### config.mk
export PLATFORM = sky130hd
export DESIGN_NAME = mail_header_field_locator_top
export DESIGN_NICKNAME = d
export VERILOG_FILES = /design/src/rtl/mhfl_pkg.sv /design/src/rtl/mail_header_field_locator_top.sv /design/src/rtl/mhfl_in_stage.sv /design/src/rtl/mhfl_scan.sv /design/src/rtl/mhfl_out_stage.sv
export SDC_FILE = /design/constraint.sdc
export NUM_CORES = 1
export LEC_CHECK = 0
export ABC_AREA = 1
export BUFFER_PORTS_ARGS = -buffer_cell sky130_fd_sc_hd__buf_2
export CAP_MARGIN = 20
export CORE_MARGIN = 4
export CORE_UTILIZATION = 60
export CTS_CLUSTER_DIAMETER = 150
export CTS_CLUSTER_SIZE = 10
export DETAILED_ROUTE_END_ITERATION = 8
export GPL_TIMING_DRIVEN = 0
export PLACE_DENSITY = 0.8
export REMOVE_ABC_BUFFERS = 1
export SLEW_MARGIN = 20
export SYNTH_ARGS = -nofsm -noshare
export SYNTH_HDL_FRONTEND = slang
export SYNTH_SLANG_ARGS = --single-unit
export TNS_END_PERCENT = 30
### constraint.sdc
create_clock -name clk_i -period 20.5 [get_ports clk_i]
set_input_delay 6.15 -clock clk_i [delete_from_list [all_inputs] [get_ports clk_i]]
set_output_delay 6.15 -clock clk_i [all_outputs]
set_load 0.02 [all_outputs]
### src/rtl/mhfl_pkg.sv
package mhfl_pkg;

  // Offset range and name size of this build.
  localparam int unsigned OffsetBits   = 16;
  localparam int unsigned MaxNameBytes = 16;
  localparam int unsigned NameIdxBits  = $clog2(MaxNameBytes);
  localparam int unsigned NameLenBits  = 5;

  localparam int unsigned CfgDataBits  = 64;
  localparam int unsigned CfgIdxBits   = 2;

  // Result word: found, header_start, header_length, insert_offset, too_long.
  localparam int unsigned ResultBits   = 1 + OffsetBits + 2 * (OffsetBits + 1) + 1;
  localparam int unsigned ResultBytes  = (ResultBits + 7) / 8;
  localparam int unsigned TdataBits    = ResultBytes * 8;

  typedef enum logic [CfgIdxBits-1:0] {
    CfgNameLow  = 2'd0,
    CfgNameHigh = 2'd1,
    CfgNameLen  = 2'd2
  } cfg_idx_e;

  localparam logic [7:0] ChLf  = 8'h0A;
  localparam logic [7:0] ChCr  = 8'h0D;
  localparam logic [7:0] ChSp  = 8'h20;
  localparam logic [7:0] ChTab = 8'h09;

  typedef struct packed {
    logic [7:0] data;
    logic       last;
  } item_t;

  typedef struct packed {
    logic                  too_long;
    logic [OffsetBits:0]   insert_offset;
    logic [OffsetBits:0]   header_length;
    logic [OffsetBits-1:0] header_start;
    logic                  found;
  } result_t;

  function automatic logic [7:0] fold_case(input logic [7:0] c);
    logic [7:0] r;
    r = c;
    if (c >= 8'h41 && c <= 8'h5A) begin
      r = c + 8'd32;
    end
    return r;
  endfunction

endpackage

### src/rtl/mail_header_field_locator_top.sv
// Mail header field locator. Streams a mail message in one byte per request
// on the slave side (tlast marks the final byte) and finds the first header
// field whose name begins with the configured string, compared without
// regard to ASCII case. Offset 0 always opens a header; later headers open at
// a letter after LF, until an empty line (LF or CR LF) ends the header block.
// A header's extent includes its continuation lines (those opening with SP or
// TAB) and runs to the message end if the block never closes. Exactly one
// result request leaves the master side per message, after its last byte:
// found, header start and length (zero when not found), the insertion offset
// just past the last header, and too_long when the message ran past 2^16
// bytes (offsets then saturate). Throughput is one byte per clock: each byte
// is registered, then runs through a single pass of compare and flag update
// into the state registers; on a last byte that pass also loads the result
// register. Bytes keep flowing while a result waits on the master side; only a
// last byte waits for the result register to free up. Write the name bytes
// (index 0 and 1) and the name length (index 2) only while no message is in
// flight.
module mail_header_field_locator_top (
  input  logic                                clk_i,
  input  logic                                rst_ni,
  // Configuration write port.
  input  logic                                cfg_we_i,
  input  logic [mhfl_pkg::CfgIdxBits-1:0]     cfg_index_i,
  input  logic [mhfl_pkg::CfgDataBits-1:0]    cfg_wdata_i,
  // Message bytes.
  input  logic                                s_axis_tvalid,
  output logic                                s_axis_tready,
  input  logic [7:0]                          s_axis_tdata,  // message_byte
  input  logic                                s_axis_tlast,  // last_byte
  // Results.
  output logic                                m_axis_tvalid,
  input  logic                                m_axis_tready,
  // found, header_start[16], header_length[17], insert_offset[17], too_long, zero fill
  output logic [mhfl_pkg::TdataBits-1:0]      m_axis_tdata
);

  mhfl_pkg::item_t   in_item;
  mhfl_pkg::item_t   cur_item;
  mhfl_pkg::result_t result;
  logic              cur_valid;
  logic              out_can_load;
  logic              advance;
  logic              load;

  assign in_item.data = s_axis_tdata;
  assign in_item.last = s_axis_tlast;

  // Advance the held byte unless it is a last byte and the result slot is busy.
  assign advance = cur_valid && (!cur_item.last || out_can_load);
  assign load    = advance && cur_item.last;

  mhfl_in_stage u_in (
    .clk_i     (clk_i),
    .rst_ni    (rst_ni),
    .valid_i   (s_axis_tvalid),
    .ready_o   (s_axis_tready),
    .item_i    (in_item),
    .advance_i (advance),
    .valid_o   (cur_valid),
    .item_o    (cur_item)
  );

  mhfl_scan u_scan (
    .clk_i       (clk_i),
    .rst_ni      (rst_ni),
    .cfg_we_i    (cfg_we_i),
    .cfg_index_i (cfg_index_i),
    .cfg_wdata_i (cfg_wdata_i),
    .advance_i   (advance),
    .item_i      (cur_item),
    .result_o    (result)
  );

  mhfl_out_stage u_out (
    .clk_i      (clk_i),
    .rst_ni     (rst_ni),
    .load_i     (load),
    .result_i   (result),
    .can_load_o (out_can_load),
    .valid_o    (m_axis_tvalid),
    .ready_i    (m_axis_tready),
    .data_o     (m_axis_tdata)
  );

endmodule

### src/rtl/mhfl_in_stage.sv
module mhfl_in_stage (
  input  logic              clk_i,
  input  logic              rst_ni,
  input  logic              valid_i,
  output logic              ready_o,
  input  mhfl_pkg::item_t   item_i,
  input  logic              advance_i,
  output logic              valid_o,
  output mhfl_pkg::item_t   item_o
);

  logic            valid_q;
  logic            valid_d;
  mhfl_pkg::item_t item_q;

  assign ready_o = !valid_q || advance_i;
  assign valid_d = (valid_i && ready_o) || (valid_q && !advance_i);

  always_ff @(posedge clk_i or negedge rst_ni) begin
    if (!rst_ni) begin
      valid_q <= 1'b0;
    end else begin
      valid_q <= valid_d;
    end
  end

  always_ff @(posedge clk_i) begin
    if (valid_i && ready_o) begin
      item_q <= item_i;
    end
  end

  assign valid_o = valid_q;
  assign item_o  = item_q;

endmodule

### src/rtl/mhfl_scan.sv
module mhfl_scan (
  input  logic                                clk_i,
  input  logic                                rst_ni,
  input  logic                                cfg_we_i,
  input  logic [mhfl_pkg::CfgIdxBits-1:0]     cfg_index_i,
  input  logic [mhfl_pkg::CfgDataBits-1:0]    cfg_wdata_i,
  input  logic                                advance_i,
  input  mhfl_pkg::item_t                     item_i,
  output mhfl_pkg::result_t                   result_o
);

  localparam int unsigned OB = mhfl_pkg::OffsetBits;
  localparam int unsigned NB = mhfl_pkg::NameLenBits;
  localparam int unsigned IB = mhfl_pkg::NameIdxBits;

  logic [7:0]    name_q [mhfl_pkg::MaxNameBytes];
  logic [NB-1:0] name_len_q;

  logic [OB:0]   offset_q,    offset_d;
  logic          after_nl_q,  after_nl_d;
  logic          pend_cr_q,   pend_cr_d;
  logic          blk_end_q,   blk_end_d;
  logic [NB-1:0] cmp_idx_q,   cmp_idx_d;
  logic          cmp_alive_q, cmp_alive_d;
  logic          match_q,     match_d;
  logic [OB-1:0] match_start_q, match_start_d;
  logic [OB:0]   match_end_q, match_end_d;
  logic [OB-1:0] cur_start_q, cur_start_d;
  logic          ext_open_q,  ext_open_d;
  logic [OB:0]   ext_end_q,   ext_end_d;
  logic          ovf_q,       ovf_d;

  logic [7:0]    b;
  logic [7:0]    bf;
  logic          sat;
  logic [OB-1:0] o;
  logic [OB:0]   nxt;
  logic          blank;
  logic          alpha;
  logic          start;
  logic [NB-1:0] n;
  logic [OB:0]   fin;
  logic [OB:0]   me;

  // Configuration registers.
  always_ff @(posedge clk_i or negedge rst_ni) begin
    if (!rst_ni) begin
      for (int i = 0; i < mhfl_pkg::MaxNameBytes; i++) begin
        name_q[i] <= '0;
      end
      name_len_q <= '0;
    end else if (cfg_we_i) begin
      case (cfg_index_i)
        mhfl_pkg::CfgNameLow: begin
          for (int i = 0; i < 8; i++) begin
            name_q[i] <= cfg_wdata_i[8*i +: 8];
          end
        end
        mhfl_pkg::CfgNameHigh: begin
          for (int i = 0; i < 8; i++) begin
            name_q[8+i] <= cfg_wdata_i[8*i +: 8];
          end
        end
        mhfl_pkg::CfgNameLen: begin
          name_len_q <= cfg_wdata_i[NB-1:0];
        end
        default: begin
        end
      endcase
    end
  end

  always_comb begin
    b     = item_i.data;
    bf    = mhfl_pkg::fold_case(b);
    sat   = offset_q[OB];
    o     = sat ? {OB{1'b1}} : offset_q[OB-1:0];
    nxt   = {1'b0, o} + {{OB{1'b0}}, 1'b1};
    blank = (b == mhfl_pkg::ChSp) || (b == mhfl_pkg::ChTab);
    alpha = (bf >= 8'h61) && (bf <= 8'h7A);
    n     = (name_len_q > NB'(mhfl_pkg::MaxNameBytes)) ? NB'(mhfl_pkg::MaxNameBytes)
                                                       : name_len_q;

    ovf_d         = ovf_q || sat;
    cmp_idx_d     = cmp_idx_q;
    cmp_alive_d   = cmp_alive_q;
    match_d       = match_q;
    match_start_d = match_start_q;
    match_end_d   = match_end_q;
    cur_start_d   = cur_start_q;
    ext_end_d     = ext_end_q;

    // A line that does not open with a blank closes the open extent.
    ext_open_d = ext_open_q && !(after_nl_q && !blank);

    start = (offset_q == '0) || (after_nl_q && alpha && !blk_end_q);

    blk_end_d = blk_end_q || ((b == mhfl_pkg::ChLf) && (pend_cr_q || after_nl_q));
    pend_cr_d = !blk_end_d && after_nl_q && (b == mhfl_pkg::ChCr);

    if (start) begin
      if (match_q && (match_end_q == '0)) begin
        match_end_d = ext_end_q;
      end
      cur_start_d = o;
      ext_open_d  = 1'b1;
      ext_end_d   = {1'b0, o};
      cmp_idx_d   = '0;
      cmp_alive_d = !match_q;
      if (!match_q && (n == '0)) begin
        match_d       = 1'b1;
        match_start_d = o;
        match_end_d   = '0;
        cmp_alive_d   = 1'b0;
      end
    end

    if (cmp_alive_d && !match_d) begin
      if ((cmp_idx_d < n) &&
          (bf == mhfl_pkg::fold_case(name_q[cmp_idx_d[IB-1:0]]))) begin
        cmp_idx_d = cmp_idx_d + NB'(1);
        if (cmp_idx_d >= n) begin
          match_d       = 1'b1;
          match_start_d = cur_start_d;
          match_end_d   = '0;
          cmp_alive_d   = 1'b0;
        end
      end else begin
        cmp_alive_d = 1'b0;
      end
    end

    if (ext_open_d && (b == mhfl_pkg::ChLf)) begin
      ext_end_d = nxt;
    end

    after_nl_d = (b == mhfl_pkg::ChLf);
    offset_d   = sat ? offset_q : offset_q + (OB+1)'(1);

    // Report on the last byte.
    fin = ext_open_d ? nxt : ext_end_d;
    me  = (match_end_d != '0) ? match_end_d : fin;
    result_o.found         = match_d;
    result_o.header_start  = match_d ? match_start_d : '0;
    result_o.header_length = (match_d && (me >= {1'b0, match_start_d}))
                             ? me - {1'b0, match_start_d} : '0;
    result_o.insert_offset = fin;
    result_o.too_long      = ovf_d;
  end

  always_ff @(posedge clk_i or negedge rst_ni) begin
    if (!rst_ni) begin
      offset_q      <= '0;
      after_nl_q    <= 1'b1;
      pend_cr_q     <= 1'b0;
      blk_end_q     <= 1'b0;
      cmp_idx_q     <= '0;
      cmp_alive_q   <= 1'b0;
      match_q       <= 1'b0;
      match_start_q <= '0;
      match_end_q   <= '0;
      cur_start_q   <= '0;
      ext_open_q    <= 1'b0;
      ext_end_q     <= '0;
      ovf_q         <= 1'b0;
    end else if (advance_i) begin
      if (item_i.last) begin
        // Drop all message state for the next message.
        offset_q      <= '0;
        after_nl_q    <= 1'b1;
        pend_cr_q     <= 1'b0;
        blk_end_q     <= 1'b0;
        cmp_idx_q     <= '0;
        cmp_alive_q   <= 1'b0;
        match_q       <= 1'b0;
        match_start_q <= '0;
        match_end_q   <= '0;
        cur_start_q   <= '0;
        ext_open_q    <= 1'b0;
        ext_end_q     <= '0;
        ovf_q         <= 1'b0;
      end else begin
        offset_q      <= offset_d;
        after_nl_q    <= after_nl_d;
        pend_cr_q     <= pend_cr_d;
        blk_end_q     <= blk_end_d;
        cmp_idx_q     <= cmp_idx_d;
        cmp_alive_q   <= cmp_alive_d;
        match_q       <= match_d;
        match_start_q <= match_start_d;
        match_end_q   <= match_end_d;
        cur_start_q   <= cur_start_d;
        ext_open_q    <= ext_open_d;
        ext_end_q     <= ext_end_d;
        ovf_q         <= ovf_d;
      end
    end
  end

endmodule

### src/rtl/mhfl_out_stage.sv
module mhfl_out_stage (
  input  logic                                clk_i,
  input  logic                                rst_ni,
  input  logic                                load_i,
  input  mhfl_pkg::result_t                   result_i,
  output logic                                can_load_o,
  output logic                                valid_o,
  input  logic                                ready_i,
  output logic [mhfl_pkg::TdataBits-1:0]      data_o
);

  logic              valid_q;
  logic              valid_d;
  mhfl_pkg::result_t result_q;

  assign can_load_o = !valid_q || ready_i;
  assign valid_d    = load_i || (valid_q && !ready_i);

  always_ff @(posedge clk_i or negedge rst_ni) begin
    if (!rst_ni) begin
      valid_q <= 1'b0;
    end else begin
      valid_q <= valid_d;
    end
  end

  always_ff @(posedge clk_i) begin
    if (load_i) begin
      result_q <= result_i;
    end
  end

  assign valid_o = valid_q;
  assign data_o  = {{(mhfl_pkg::TdataBits - mhfl_pkg::ResultBits){1'b0}}, result_q};

endmodule

==> flow_summary.json <==
{
  "layout_common_cells": "nand2_1 (509), o21ai_0 (276), inv_1 (230)",
  "cp.arrival_ns": 6.66,
  "dpl_worst_slack_ns": 7.68,
  "die_w_um": 170,
  "antenna_found_initial": 0,
  "grt_max_degree": 96,
  "nFillCells": 2068,
  "yosys.area_share.simple_pct": 24.4,
  "avgSynthCellArea_um2": 7.92,
  "vias_per_cell": 5.82,
  "cp-start-kind": "primary input",
  "rows": 59,
  "syn-instance-count": 1998,
  "fin_area_um2": 17700,
  "synth_xor_area_share_pct": 1.55,
  "cts_tree": "done",
  "ys_seq_area_share_pct": 47.9,
  "ir_drop_v": 0.000116,
  "synth_cell_types": 55,
  "insertion_delay_ns": 0.51,
  "placed_area_um2": 16700,
  "whs_ns": 0.482,
  "coreArea_um2": 26000,
  "cp_common_cell": "buf_2",
  "cp_top_family": "buffers and inverters",
  "die_y_um": 170,
  "setup_ws_ns": 7.69,
  "crit_slowest_cell": "buf_2",
  "ant_nets": 0,
  "grt.total_usage_pct": 28.3,
  "synth_top_family_by_area": "simple AND/OR/NAND/NOR gates",
  "p_per_area_nw_per_um2": 119,
  "tightest_slew_ns": 0.988,
  "vias": 14100,
  "cts_root_buf": "clkbuf_16",
  "fin_crit_sh_pct": 62.5,
  "crit_chain": "buf_2 > inv_1 > nand4_1 > buf_2",
  "setup.worst_path.class": "in -> out",
  "synth_compound_area_share_pct": 14.1,
  "final_max_slew_viol_count": 0,
  "cp-end-kind": "primary output",
  "drt-initial-drc-count": 1446,
  "drt_wl_total_mm": 41.0,
  "post_cts_resized": 0,
  "dieArea_um2": 29000,
  "cts_buffers": 35,
  "initial_core_util_pct": 60.9,
  "ctsHoldBuffers": 0,
  "placed_cells": 2373,
  "clock-sinks": 291,
  "globalplace.congestion": 0.891,
  "fin_setup_tns_ns": 0,
  "hold_class": "reg -> reg",
  "cp.required_ns": 14.35,
  "multiInputGateArea_um2": 6890,
  "maxSlewHeadroom_pct": 34.0,
  "final_common_cell": "nand2_1",
  "finalCriticalPeriod_ns": 12.81,
  "ys_ff_latch": 291,
  "drive_above_1_share_pct": 11.7,
  "p_leak_nw": 8.69,
  "synthAdderAreaFrac_pct": 2.66,
  "hold_violations": 0,
  "cp_num_buf_inv": 3,
  "finalClockSkew_ns": 0.0147,
  "ioPinCount": 138,
  "grt_pass1_wl_mm": 67.5,
  "drc": 0,
  "overflow": 0,
  "max_freq_mhz": 78.0,
  "fin_nets": 2188,
  "final_cells": 2428,
  "io_buffers": 133,
  "grt_pass1_vias": 13800,
  "area_delta_synth_final_pct": 11.9,
  "ctsHtreeMaxLevel": 2,
  "drt_first_pass_iters": 6,
  "dp_hpwl_mm": 27.9,
  "grt_setup_unrepaired": "false",
  "wl_per_cell_um": 16.9,
  "status": "finished clean",
  "diodes": 0,
  "finalSetupViolCount": 0,
  "yosys_warnings": 0,
  "drv_cap": 0,
  "cts.path.max_buffers": 3,
  "postCtsSetupRepairBufs": 0,
  "synth_area_um2": 15800,
  "path_clk_slew_ns": 0.05,
  "seq_area_um2": 7590,
  "worstPathMaxFanout": 3,
  "synthMuxAreaShare_pct": 0.443,
  "critPathMaxStageDelay_ns": 0.21
}
[kinds of logic (layout without fill, tap and decap cells)]
kind of cell               Yosys count  count (layout)
and+or+nand+nor                    874             874
AOI/OAI and AO/OA                  413             413
buffers and inverters              351             443
DFF                                291             291
adders and majority gates           33              33
xor gates and xnor gates            28              28
muxes                                7               7
other                                1               4
[synthesized netlist by cell type (all sizes together)]
library cell | number | area [um^2]
nand3b | 4 | 30.0
a21oi | 57 | 289
or2 | 8 | 50.1
nand2 | 516 | 1960
a31oi | 11 | 68.8
nand3 | 123 | 676
edfxtp | 61 | 1830
mux2i | 7 | 70.1
a21boi | 1 | 7.51
clkinv | 4 | 15.0
buf | 41 | 251
o21bai | 2 | 15.0
and2 | 1 | 6.26
dfstp | 1 | 26.3
fa | 1 | 20.0
inv | 240 | 901
a21o | 1 | 7.51
a211oi | 2 | 15.0
a32o | 1 | 10.0
ha | 32 | 400
xor2 | 17 | 149
o31ai | 12 | 90.1
nand4 | 58 | 369
o22ai | 33 | 206
xnor2 | 11 | 96.3
nor4 | 8 | 65.1
clkbuf | 66 | 248
a41oi | 1 | 8.76
o21a | 4 | 30.0
conb | 1 | 3.75
o211ai | 9 | 72.6
a2111oi | 1 | 8.76
nor2 | 142 | 633
o21ai | 278 | 1400
nor3 | 14 | 75.1
dfrtp | 229 | 5730
[worst min-delay path: stages (launching register included)]
cell and delay (ns):
dfrtp_1 0.33, nand2_1 0.05, o21ai_0 0.06
[flip-flops by register name, indices dropped and copies added (netlist names)]
name,flops
u_scan.offset_q,17
u_scan.cmp_idx_q,5
u_scan.match_start_q,16
u_out.valid_o,1
u_scan.match_q,1
u_scan.cmp_alive_q,1
u_scan.ovf_q,1
u_scan.cur_start_q,16
u_scan.ext_open_q,1
u_scan.name_len_q,5
u_scan.pend_cr_q,1
u_scan.match_end_q,17
u_scan.blk_end_q,1
u_scan.name_q,128
u_in.item_o,9
u_out.data_o,52
u_scan.after_nl_q,1
u_in.valid_o,1
u_scan.ext_end_q,17
[metrics by stage]
stage | util, % | total power, mW
after global routing | 68.2 | 2.26
final | 68.2 | 2.12
after detailed placement | 64.4 | 1.56
after CTS | 68.2 | 2.11
after global placement | 63.2 | 1.51
after floorplan | - | 1.33
[power breakdown]
group	switching [mW]	internal [mW]	total (mW)
Clock	0.233	0.316	0.549
Sequential	0.0458	0.688	0.734
Combinational	0.560	0.272	0.832
[area by class of cell]
class,count,share of cell area [%]
clock inverters,4,0.198
well taps,335,2.37
inverters,244,5.18
flip-flops and latches,291,42.8
clock buffers,51,5.28
repair buffers,144,5.26
multi-input cells,1359,38.9
[per-layer routing]
layer	track usage [%]	vias up	routed length, um
met2	47.8	629	19900
met5	0	-	0
met4	11.6	0	1520
met3	3.97	130	2870
met1	36.9	6609	16700
li1	-	6751	-
[worst paths after layout]
check / slack [ns] / end / startpoint / cells after the start
max: 7.69 / s_axis_tready / m_axis_tready / 4
min: 0.48 / u_scan.cur_start_q[3] / u_scan.cur_start_q[3] / 2
max reg2reg: 10.40 / u_out.data_o[29] / u_in.item_o[3] / 47
min reg2reg: 0.48 / u_scan.cur_start_q[3] / u_scan.cur_start_q[3] / 2
max in group asynchronous: 13.71 / u_scan.after_nl_q / rst_ni / 3
min in group asynchronous: 5.55 / u_scan.name_q[87] / rst_ni / 1
No activity file was read; power rests on OpenSTA's default activity.
